**src/rtl/bst_pkg.sv**
```systemverilog
// Shared types and constants for the bounded set table.
// Used by bst_ctrl and bounded_set_table_core; no dependencies.
package bst_pkg;

  localparam int CAPACITY = 16;
  localparam int IDX_W    = (CAPACITY > 1) ? $clog2(CAPACITY) : 1;
  localparam int CNT_W    = $clog2(CAPACITY + 1);
  localparam int VALUE_W  = 32;
  localparam int COUNT_W  = 5;

  typedef enum logic [1:0] {
    OP_ADD    = 2'd0,
    OP_REMOVE = 2'd1,
    OP_SEARCH = 2'd2
  } op_e;

  typedef enum logic [1:0] {
    ST_DONE    = 2'd0,
    ST_PRESENT = 2'd1,
    ST_ABSENT  = 2'd2,
    ST_FULL    = 2'd3
  } status_e;

  typedef enum logic [1:0] {
    S_IDLE,
    S_SCAN,
    S_SHIFT,
    S_RESULT
  } state_e;

  typedef struct packed {
    logic             success;
    status_e          status;
    logic [CNT_W-1:0] count;
  } res_t;

endpackage

```
**src/rtl/bst_ram.sv**
```systemverilog
// Generic single-port-write, single-port-read RAM with registered read data.
// No dependencies.
module bst_ram #(
  parameter int WIDTH = 32,
  parameter int DEPTH = 16,
  parameter int AW    = (DEPTH > 1) ? $clog2(DEPTH) : 1
) (
  input  logic             clk_i,
  input  logic             we_i,
  input  logic [AW-1:0]    waddr_i,
  input  logic [WIDTH-1:0] wdata_i,
  input  logic [AW-1:0]    raddr_i,
  output logic [WIDTH-1:0] rdata_o
);

  logic [WIDTH-1:0] mem_q [DEPTH];
  logic [WIDTH-1:0] rdata_q;

  always_ff @(posedge clk_i) begin
    if (we_i) begin
      mem_q[waddr_i] <= wdata_i;
    end
    rdata_q <= mem_q[raddr_i];
  end

  assign rdata_o = rdata_q;

endmodule

```
**src/rtl/bst_ctrl.sv**
```systemverilog
// Sequencer for the bounded set table: one compare per cycle over the store,
// then a one-entry-per-cycle compaction on remove. Uses bst_pkg and bst_ram.
module bst_ctrl
  import bst_pkg::*;
(
  input  logic               clk_i,
  input  logic               rst_ni,
  input  logic               in_valid_i,
  output logic               in_stall_o,
  input  logic [1:0]         req_type_i,
  input  logic [VALUE_W-1:0] value_i,
  output logic               res_valid_o,
  output res_t               res_o,
  input  logic               res_free_i
);

  state_e             state_q, state_d;
  logic [1:0]         op_q, op_d;
  logic [VALUE_W-1:0] value_q, value_d;
  logic [IDX_W-1:0]   idx_q, idx_d;
  logic [CNT_W-1:0]   count_q, count_d;
  logic               success_q, success_d;
  status_e            status_q, status_d;

  logic               ram_we;
  logic [IDX_W-1:0]   ram_waddr;
  logic [VALUE_W-1:0] ram_wdata;
  logic [IDX_W-1:0]   ram_raddr;
  logic [VALUE_W-1:0] ram_rdata;

  logic               miss;
  logic               idx_last;

  bst_ram #(
    .WIDTH (VALUE_W),
    .DEPTH (CAPACITY)
  ) u_store (
    .clk_i   (clk_i),
    .we_i    (ram_we),
    .waddr_i (ram_waddr),
    .wdata_i (ram_wdata),
    .raddr_i (ram_raddr),
    .rdata_o (ram_rdata)
  );

  // The entry at idx_q is the last live one.
  assign idx_last = ((CNT_W'(idx_q) + CNT_W'(1)) == count_q);

  always_ff @(posedge clk_i or negedge rst_ni) begin
    if (!rst_ni) begin
      state_q <= S_IDLE;
      count_q <= '0;
    end else begin
      state_q <= state_d;
      count_q <= count_d;
    end
  end

  always_ff @(posedge clk_i) begin
    op_q      <= op_d;
    value_q   <= value_d;
    idx_q     <= idx_d;
    success_q <= success_d;
    status_q  <= status_d;
  end

  always_comb begin
    state_d   = state_q;
    op_d      = op_q;
    value_d   = value_q;
    idx_d     = idx_q;
    count_d   = count_q;
    success_d = success_q;
    status_d  = status_q;
    ram_we    = 1'b0;
    ram_waddr = idx_q - IDX_W'(1);
    ram_wdata = ram_rdata;
    ram_raddr = idx_q + IDX_W'(1);
    miss      = 1'b0;

    unique case (state_q)
      S_IDLE: begin
        ram_raddr = '0;
        if (in_valid_i) begin
          op_d      = req_type_i;
          value_d   = value_i;
          idx_d     = '0;
          success_d = 1'b0;
          status_d  = ST_DONE;
          if (!(req_type_i == OP_ADD || req_type_i == OP_REMOVE ||
                req_type_i == OP_SEARCH)) begin
            state_d = S_RESULT;
          end else if (count_q == '0) begin
            miss = 1'b1;
          end else begin
            state_d = S_SCAN;
          end
        end
      end

      S_SCAN: begin
        if (ram_rdata == value_q) begin
          case (op_q)
            OP_ADD: begin
              status_d = ST_PRESENT;
              state_d  = S_RESULT;
            end
            OP_REMOVE: begin
              success_d = 1'b1;
              if (idx_last) begin
                count_d = count_q - CNT_W'(1);
                state_d = S_RESULT;
              end else begin
                idx_d   = idx_q + IDX_W'(1);
                state_d = S_SHIFT;
              end
            end
            default: begin
              success_d = 1'b1;
              state_d   = S_RESULT;
            end
          endcase
        end else if (idx_last) begin
          miss = 1'b1;
        end else begin
          idx_d = idx_q + IDX_W'(1);
        end
      end

      S_SHIFT: begin
        // Data for entry idx_q has arrived; move it down one place.
        ram_we = 1'b1;
        if (idx_last) begin
          count_d = count_q - CNT_W'(1);
          state_d = S_RESULT;
        end else begin
          idx_d = idx_q + IDX_W'(1);
        end
      end

      S_RESULT: begin
        if (res_free_i) begin
          state_d = S_IDLE;
        end
      end

      default: begin
        state_d = S_IDLE;
      end
    endcase

    // Value not in the set.
    if (miss) begin
      state_d = S_RESULT;
      if (op_d == OP_ADD) begin
        if (count_q >= CNT_W'(CAPACITY)) begin
          status_d = ST_FULL;
        end else begin
          ram_we    = 1'b1;
          ram_waddr = count_q[IDX_W-1:0];
          ram_wdata = value_d;
          count_d   = count_q + CNT_W'(1);
          success_d = 1'b1;
        end
      end else begin
        status_d = ST_ABSENT;
      end
    end
  end

  assign in_stall_o    = (state_q != S_IDLE);
  assign res_valid_o   = (state_q == S_RESULT);
  assign res_o.success = success_q;
  assign res_o.status  = status_q;
  assign res_o.count   = count_q;

  a_count_bound: assert property (@(posedge clk_i) disable iff (!rst_ni)
    count_q <= CNT_W'(CAPACITY))
    else $error("entry count exceeds capacity");

  a_scan_in_range: assert property (@(posedge clk_i) disable iff (!rst_ni)
    (state_q == S_SCAN || state_q == S_SHIFT) |-> (CNT_W'(idx_q) < count_q))
    else $error("scan index beyond live entries");

  a_no_write_scan: assert property (@(posedge clk_i) disable iff (!rst_ni)
    (state_q == S_SCAN && !miss) |-> !ram_we)
    else $error("store written during scan");

  a_count_step: assert property (@(posedge clk_i) disable iff (!rst_ni)
    (state_q == S_RESULT) |=> $stable(count_q))
    else $error("count changed while result pending");

endmodule

```
**src/rtl/bounded_set_table_core.sv**
```systemverilog
// Top level of the bounded set table: request sequencer plus output register.
// Uses bst_pkg and bst_ctrl.
//
// Usage:
//   An item on the request channel (req_type_i, value_i) is accepted when
//   in_valid_i is high and in_stall_o is low. req_type 0 adds, 1 removes and
//   2 searches for value_i; code 3 leaves the set unchanged. Each item gives
//   exactly one result item (success_o, status_o, count_o) on the result
//   channel, taken when out_valid_o is high and out_stall_i is low.
//   The store is scanned one entry per cycle until the value is
//   found, and a remove then compacts the later entries one per cycle, so the
//   two together cover at most the live entries. An empty set or an unused
//   code goes straight to the result. The block takes one item at a time and
//   is stalled until the result has left the sequencer, so it cannot accept
//   a new item before it is through with the last one.
//   If the receiver stalls, the result holds in the output register while the
//   next item may already be accepted and processed; that item then waits
//   in the sequencer until the output register frees up.
//   Reset empties the set; stored values are not cleared, only the count.
module bounded_set_table_core
  import bst_pkg::*;
(
  input  logic               clk_i,
  input  logic               rst_ni,
  input  logic               in_valid_i,
  output logic               in_stall_o,
  input  logic [1:0]         req_type_i,
  input  logic [VALUE_W-1:0] value_i,
  output logic               out_valid_o,
  input  logic               out_stall_i,
  output logic               success_o,
  output logic [1:0]         status_o,
  output logic [COUNT_W-1:0] count_o
);

  logic res_valid;
  res_t res;
  logic res_free;
  logic out_valid_q, out_valid_d;
  res_t out_res_q, out_res_d;

  bst_ctrl u_ctrl (
    .clk_i       (clk_i),
    .rst_ni      (rst_ni),
    .in_valid_i  (in_valid_i),
    .in_stall_o  (in_stall_o),
    .req_type_i  (req_type_i),
    .value_i     (value_i),
    .res_valid_o (res_valid),
    .res_o       (res),
    .res_free_i  (res_free)
  );

  assign res_free = !out_valid_q || !out_stall_i;

  always_comb begin
    out_valid_d = out_valid_q;
    out_res_d   = out_res_q;
    if (res_free) begin
      out_valid_d = res_valid;
      if (res_valid) begin
        out_res_d = res;
      end
    end
  end

  always_ff @(posedge clk_i or negedge rst_ni) begin
    if (!rst_ni) begin
      out_valid_q <= 1'b0;
    end else begin
      out_valid_q <= out_valid_d;
    end
  end

  always_ff @(posedge clk_i) begin
    out_res_q <= out_res_d;
  end

  assign out_valid_o = out_valid_q;
  assign success_o   = out_res_q.success;
  assign status_o    = out_res_q.status;
  assign count_o     = COUNT_W'(out_res_q.count);

  a_hold_stalled: assert property (@(posedge clk_i) disable iff (!rst_ni)
    (out_valid_q && out_stall_i) |=> (out_valid_q && $stable(out_res_q)))
    else $error("stalled result item changed");

  a_success_status: assert property (@(posedge clk_i) disable iff (!rst_ni)
    (out_valid_q && out_res_q.success) |-> (out_res_q.status == ST_DONE))
    else $error("successful result with nonzero status");

  a_no_accept_busy: assert property (@(posedge clk_i) disable iff (!rst_ni)
    res_valid |-> in_stall_o)
    else $error("request accepted while a result is pending");

endmodule

```
**config.mk**
```make
export PLATFORM = sky130hd
export DESIGN_NAME = bounded_set_table_core
export DESIGN_NICKNAME = d
export VERILOG_FILES = /design/src/rtl/bst_pkg.sv /design/src/rtl/bst_ram.sv /design/src/rtl/bst_ctrl.sv /design/src/rtl/bounded_set_table_core.sv
export SDC_FILE = /design/constraint.sdc
export NUM_CORES = 1
export LEC_CHECK = 0
export ABC_AREA = 1
export BUFFER_PORTS_ARGS = -buffer_cell sky130_fd_sc_hd__buf_2
export CORE_MARGIN = 4
export CORE_UTILIZATION = 49
export CTS_CLUSTER_SIZE = 40
export DETAILED_ROUTE_END_ITERATION = 10
export GPL_ROUTABILITY_DRIVEN = 0
export PLACE_DENSITY = 0.74
export RECOVER_POWER = 50
export SKIP_LAST_GASP = 1
export SYNTH_ARGS = -nofsm -noshare
export SYNTH_HDL_FRONTEND = slang
export SYNTH_SLANG_ARGS = --single-unit
export TNS_END_PERCENT = 100
```
**constraint.sdc**
```tcl
create_clock -name clk_i -period 5.3 [get_ports clk_i]
set_input_delay 0.265 -clock clk_i [delete_from_list [all_inputs] [get_ports clk_i]]
set_output_delay 0.265 -clock clk_i [all_outputs]
set_load 0.1 [all_outputs]
```
; ---- After elaboration in Yosys (flattened, before gate mapping)
; Memories as Yosys holds them, arrays and structs flattened. A register that Yosys moved wholly into a read port is not among the register bits.
; Index checks and enable logic that the tools add are counted.
[word_totals]
register_bits = 57
mem_bits_rw = 512
inputBits = 38
wordCells = 107
n_memories = 1
[classes]
addsub = 5
n_lt_le_gt_ge = 1
n_eq_ne = 15
n_mux = 59
n_reduce_logical = 15
[memory_table]
columns = name, words, word_bits, rd, rd_ports_with_merged_regs, wr, line
row1 = u_ctrl.u_store.mem_q, 16, 32, 1, 1, 1, bst_ram.sv:16  ; logic [WIDTH-1:0] mem_q [DEPTH];
[op_table]
columns = op, count
row1 = $mux 32, 5
row2 = $eq 32x32->1, 1
row3 = $mux 2, 16
row4 = $mux 4, 8
row5 = $mux 5, 6
row6 = $mux 1, 18
row7 = $pmux 4 s3, 1
row8 = $pmux 5 s2, 1
row9 = $ne 3x1->1 const B, 3
row10 = $logic_not 2->1, 4
row11 = $pmux 2 s4, 1
row12 = $eq 2x1->1 const B, 3
row13 = $eq 2x2->1 const B, 3
row14 = $add 4x1->5 const B, 1
row15 = $add 5x1->5 const B, 1
row16 = $eq 5x5->1, 1
row17 = $ge 5x5->1 const B, 1
row18 = $logic_not 5->1, 1
row19 = $reduce_and 5->1, 1
row20 = $sub 5x1->5 const B, 1
row21 = $add 4x1->4 const B, 1
row22 = $ne 4x3->1 const B, 1
row23 = $pmux 1 s2, 2
row24 = $pmux 2 s2, 1
row25 = other kinds (10), 13

; ---- Longest topological paths before layout
[logic_depth]
ltp_word = 9
depth_mapped = 19
ltp_nobuf = 16

; ---- Modules after synthesis
; A second synthesis with hierarchy kept.
[unflattened]
hier_cells = 2813
area_unflattened_um2 = 26845.7
[by_module_without_submodules]
columns = module, n_inst, cells_each, area_per_inst_um2
row1 = bst_ram, 1, 2120, 22730.6
row2 = bst_ctrl, 1, 680, 3833.7
row3 = bounded_set_table_core, 1, 13, 281.5

; ---- Least setup slack after synthesis
; No wires, ideal clock.
[synth_timing]
path_kind = register -> register
startpoint = register u_ctrl.idx_q[0]
endpoint = memory u_ctrl.u_store.mem_q[0][0], enable pin
setup_ps = 421
t_arrival_ps = 4039
path_slack_ps = 840
stages_incl_launch_ff = 18
n_path_buf = 4
synth_period_minus_slack_ps = 4460
cell_sequence = edfxtp_1 inv_1 clkbuf_1 clkbuf_1 clkbuf_1 ha_1 inv_1 nand2_1 nand4_2 nor2_4 nand3_2 clkinv_2 nand3_4 nand2_4 buf_8 o21ai_2 nand3_2 nor2_1
[synth_between]
elab_chain_len = 8
word_cells_on_any_way = 12
[synth_lines]
columns = element, line
row1 = start: declaration, bst_ctrl.sv:20  ; logic [IDX_W-1:0] idx_q, idx_d;
row2 = start signal: assignment, bst_ctrl.sv:62  ; idx_q <= idx_d;
row3 = $add 4x1->5, bst_ctrl.sv:47  ; assign idx_last = ((CNT_W'(idx_q) + CNT_W'(1)) == count_q);
row4 = $eq 5x5->1, bst_ctrl.sv:47
row5 = $mux 1, bst_ctrl.sv:123  ; end else if (idx_last) begin
row6 = $mux 1, bst_ctrl.sv:102  ; if (ram_rdata == value_q) begin
row7 = $pmux 1 s2, bst_ctrl.sv:81  ; unique case (state_q)
row8 = $mux 1, bst_ctrl.sv:153  ; if (miss) begin
row9 = $mux 1, bst_ram.sv:20  ; if (we_i) begin
row10 = $mux 1 (not written as such), bst_ram.sv:21  ; mem_q[waddr_i] <= wdata_i;
row11 = end: declaration, bst_ram.sv:16
; Parallel ways exist; a longest one is shown, timed or not.

; ---- Worst setup path after layout
[layout_timing]
startpoint = register u_ctrl.state_q[0]
endpoint = register u_ctrl.u_store.rdata_q[25], in the netlist u_ctrl.u_store.rdata_o[25] (read register of u_ctrl.u_store.mem_q)
[layout_between]
elab_chain_len = 2
[layout_lines]
columns = element, line
row1 = start: declaration, bst_ctrl.sv:17  ; state_e state_q, state_d;
row2 = start signal: assignment, bst_ctrl.sv:54  ; state_q <= state_d;
row3 = $logic_not 2->1, bst_ctrl.sv:81
row4 = $mux 4, bst_ctrl.sv:81
row5 = end: declaration, bst_ram.sv:17  ; logic [WIDTH-1:0] rdata_q;
; Every way passes these cells.
; A chain may end at the register's enable or synchronous reset.

==> run_results.csv <==
group,metric,value,unit
die,num_rows,81,
final_layout,nNetsFinal,1986,
synthesis,yosysWarnings,0,
route,drt_pass1_iterations,6,
synthesis,synth_unique_cells,39,
route,routed_wire_length_per_instance,22.5,µm
clocking,ctsRootBufferMaster,"sky130_fd_sc_hd__clkbuf_16",
placement,io_buffers,47,
die,io-pin-count,48,
timing,timing.final.crit_period,4540,ps
final_layout,final-seq-area,0.0173,mm²
die,full_die_area,0.0538,mm²
route,route.antenna.remaining_nets,0,
timing,slew_violations,254,
status,status,"finished, violations left",
timing,setup_violations_final,0,
global_route,grt-ovfl-total,0,
clocking,clock_latency,620,ps
global_route,grt_first_pass_wirelength,90.8,mm
final_layout,utilization,56.7,%
timing,setup_repair_after_global_routing_missed_its_margin,"no",
timing,achievable-frequency,0.220,GHz
min_path,worstHoldPathType,"input pin to async pin",
synthesis,ys_async_sr_fraction,1.33,%
clocking,postCtsResizedCells,0,
die,initial_utilization,49.9,%
power_and_ir_drop,fin_total_pwr,18.8,mW
route,detail_route.iter0.violations,2114,
global_route,groute.usage.overall,21.8,%
die,die_width,232,µm
global_route,largest_net_degree_at_the_start_of_global_routing,254,
final_layout,syn2layout_area_growth,13.5,%
route,via_per_inst,5.93,
critical_path,crit_type,"register to register",
synthesis,synth_area_per_inst,13.0,µm²
route,postRouteWirelength,59.6,mm
die,chipHeight,232,µm
timing,timing.clock.skew,23.3,ps
clocking,cts.path.max_buffers,3,
clocking,htree_levels,2,
final_layout,multi_input_comb_area,0.00642,mm²
critical_path,worst_ep_required_time,5800,ps
synthesis,synthesis.nets,1936,
synthesis,synth-edff-count,524,
power_and_ir_drop,pwr_density_cell,673,mW/mm²
final_layout,diodes,0,
timing,finalHoldViolations,0,
clocking,clock-sinks,601,
synthesis,syn_inst,1889,
placement,place_hpwl,31.3,mm
global_route,grt_pass1_vias,15300,
synthesis,synth_top_flop_cell,"sky130_fd_sc_hd__edfxtp_1",
power_and_ir_drop,leak_pwr,9.76,nW
timing,timing_worst_slew_pin_value,1820,ps
timing,timing.max_slew.rel_slack,-21.2,%
timing,setup-tns-final,0,ps
run,drv.max_cap_violation_count,2,
synthesis,synth_seq_area_share,70.4,%
power_and_ir_drop,power.ir.vdd_worst,786,µV
synthesis,synth-seq-cells,601,
global_route,antenna_found_initial,0,
critical_path,cp.arrival,5040,ps
critical_path,critical_path.endpoint_type,"register",
clocking,tritoncts,"yes",
route,detailroute.via_count,15700,
status,failed_checks,"max-capacitance violations, max-slew violations",
die,floorplan.core_area,0.0493,mm²
final_layout,nFillCells,3868,
critical_path,start_kind,"register",
route,drcViolationCount,0,
clocking,cts.reportedPaths.clkPinSlew,60,ps
timing,timing.final.crit_share,85.8,%
clocking,cts-buffers-inserted,59,
final_layout,post_route_cells_drive_above_1_share,10.2,%
critical_path,cp_max_fo,253,
synthesis,mappedNetlistArea,0.0246,mm²
==> per-layer routing <==
layer  vias to the layer above  part of all wire (%)  track usage (%)
met5                         -                     0                0
met4                         0                   3.1             7.40
met1                      7639                    42             30.8
li1                       7148                     -                -
met3                       128                   8.2             3.69
met2                       814                    47             34.5
==> power breakdown <==
part           switching [mW]  total (mW)  leakage, nW  internal (mW)
Sequential              0.376        7.11         5.42           6.73
Clock                    1.76        4.28        0.997           2.52
Combinational            5.27        7.40         3.35           2.13
==> Yosys cell counts (4+ instances only) <==
cell type | n | area, µm²
sky130_fd_sc_hd__inv_2 | 4 | 15.0
sky130_fd_sc_hd__nor3_1 | 131 | 656
sky130_fd_sc_hd__clkbuf_1 | 90 | 338
sky130_fd_sc_hd__xor2_1 | 5 | 43.8
sky130_fd_sc_hd__o221ai_1 | 120 | 1050
sky130_fd_sc_hd__mux2i_1 | 127 | 1270
sky130_fd_sc_hd__nand4_1 | 7 | 43.8
sky130_fd_sc_hd__nor2_1 | 57 | 214
sky130_fd_sc_hd__xnor2_1 | 25 | 219
sky130_fd_sc_hd__nand2_2 | 6 | 37.5
sky130_fd_sc_hd__dfrtp_1 | 8 | 200
sky130_fd_sc_hd__o22ai_1 | 4 | 25.0
sky130_fd_sc_hd__ha_1 | 9 | 113
sky130_fd_sc_hd__nand3_2 | 5 | 50.1
sky130_fd_sc_hd__a21oi_1 | 8 | 40.0
sky130_fd_sc_hd__o211ai_1 | 6 | 45.0
sky130_fd_sc_hd__o21ai_1 | 33 | 165
sky130_fd_sc_hd__buf_2 | 28 | 140
sky130_fd_sc_hd__o311ai_0 | 4 | 35.0
sky130_fd_sc_hd__buf_1 | 6 | 22.5
sky130_fd_sc_hd__edfxtp_1 | 524 | 15700
sky130_fd_sc_hd__inv_1 | 108 | 405
sky130_fd_sc_hd__o21ai_0 | 188 | 941
sky130_fd_sc_hd__nand3_1 | 79 | 395
sky130_fd_sc_hd__dfxtp_1 | 69 | 1380
sky130_fd_sc_hd__nand2_1 | 222 | 833
==> placed cells by master, fill, tap and decap left out, types with 7 or more instances in the layout <==
master	netlist	layout
sky130_fd_sc_hd__mux2i_1	127	127
sky130_fd_sc_hd__dfxtp_1	69	69
sky130_fd_sc_hd__buf_2	28	36
sky130_fd_sc_hd__clkinv_2	1	13
sky130_fd_sc_hd__dlygate4sd3_1	0	36
sky130_fd_sc_hd__clkbuf_8	0	11
sky130_fd_sc_hd__o221ai_1	120	120
sky130_fd_sc_hd__a21oi_1	8	8
sky130_fd_sc_hd__xnor2_1	25	25
sky130_fd_sc_hd__inv_1	108	108
sky130_fd_sc_hd__ha_1	9	9
sky130_fd_sc_hd__o21ai_0	188	189
sky130_fd_sc_hd__nor2_4	1	19
sky130_fd_sc_hd__clkinv_1	0	7
sky130_fd_sc_hd__clkbuf_1	90	21
sky130_fd_sc_hd__nand3_1	79	82
sky130_fd_sc_hd__clkbuf_16	0	60
sky130_fd_sc_hd__nor2_1	57	40
sky130_fd_sc_hd__nor3_1	131	131
sky130_fd_sc_hd__nand4_1	7	7
sky130_fd_sc_hd__dfrtp_1	8	8
sky130_fd_sc_hd__edfxtp_1	524	524
sky130_fd_sc_hd__nand2_1	222	222
sky130_fd_sc_hd__buf_4	0	27
sky130_fd_sc_hd__o21ai_1	33	32
==> worst max-delay path: stages, from the launching register on <==
cell	delay, ps
sky130_fd_sc_hd__dfrtp_1	430
sky130_fd_sc_hd__inv_1	110
sky130_fd_sc_hd__ha_1	230
sky130_fd_sc_hd__buf_4	370
sky130_fd_sc_hd__buf_4	540
sky130_fd_sc_hd__nor2_1	310
sky130_fd_sc_hd__buf_6	1140
sky130_fd_sc_hd__o21ai_0	250
sky130_fd_sc_hd__o22ai_1	290
sky130_fd_sc_hd__nor2_1	70
sky130_fd_sc_hd__o21ai_0	330
==> area by class of cell <==
cell class | count | area share [%]
well taps | 664 | 2.98
inverters | 113 | 1.53
clock buffers | 81 | 6.06
multi-input cells | 1048 | 23.0
clock inverters | 31 | 1.17
repair buffers | 116 | 3.21
flip-flops and latches | 601 | 62.0
==> state kept, by name (all words and copies together) (netlist names) <==
name and cells:
u_ctrl.u_store.mem_q 512, u_ctrl.u_store.rdata_o 32, u_ctrl.value_q 32, count_o 5, u_ctrl.count_q 5, u_ctrl.idx_q 4
status_o 2, u_ctrl.op_q 2, u_ctrl.state_q 2, u_ctrl.status_q 2, out_valid_o 1, success_o 1
u_ctrl.success_q 1
==> final timing paths <==
kind	startpoint	end	slack, ps	cells after the start
min	rst_ni	u_ctrl.state_q[0]	120	2
min reg2reg	u_ctrl.success_q	success_o	430	0
max reg2reg	u_ctrl.state_q[0]	u_ctrl.u_store.rdata_o[25]	760	10
min in group clk_i	in_valid_i	u_ctrl.status_q[1]	200	6
max	u_ctrl.state_q[0]	u_ctrl.u_store.rdata_o[25]	760	10
max in group asynchronous	rst_ni	u_ctrl.count_q[3]	4850	2
==> cells by family after synthesis <==
kind of cell | count (synthesis) | synth area share, %
muxes | 127 | 5.17
buffers and inverters | 240 | 3.92
xor gates and xnor gates | 31 | 1.13
AOI/OAI and AO/OA | 366 | 9.45
adders and majority gates | 9 | 0.458
and+or+nand+nor | 515 | 9.43
DFF | 601 | 70.4
==> stage by stage <==
step | setup WS [ps] | cell area, µm² | hold WS [ps] | std cells
global placement | 1410 | 25600 | 121 | 2506
floorplan | 840 | 24600 | -30.6 | 1889
finish | 755 | 27900 | 121 | 2654
CTS | 1250 | 28000 | 6.28 | 2654
global route | 434 | 27900 | 168 | 2654
detailed placement | 1290 | 25600 | 125 | 2506
==> timing repair <==
action,in CTS,in global routing
setup buffers,0,0
setup endpoints to repair,0,0
hold buffers,36,0
hold endpoints to repair,43,0
Note: power is estimated with default switching activity, not from simulation.
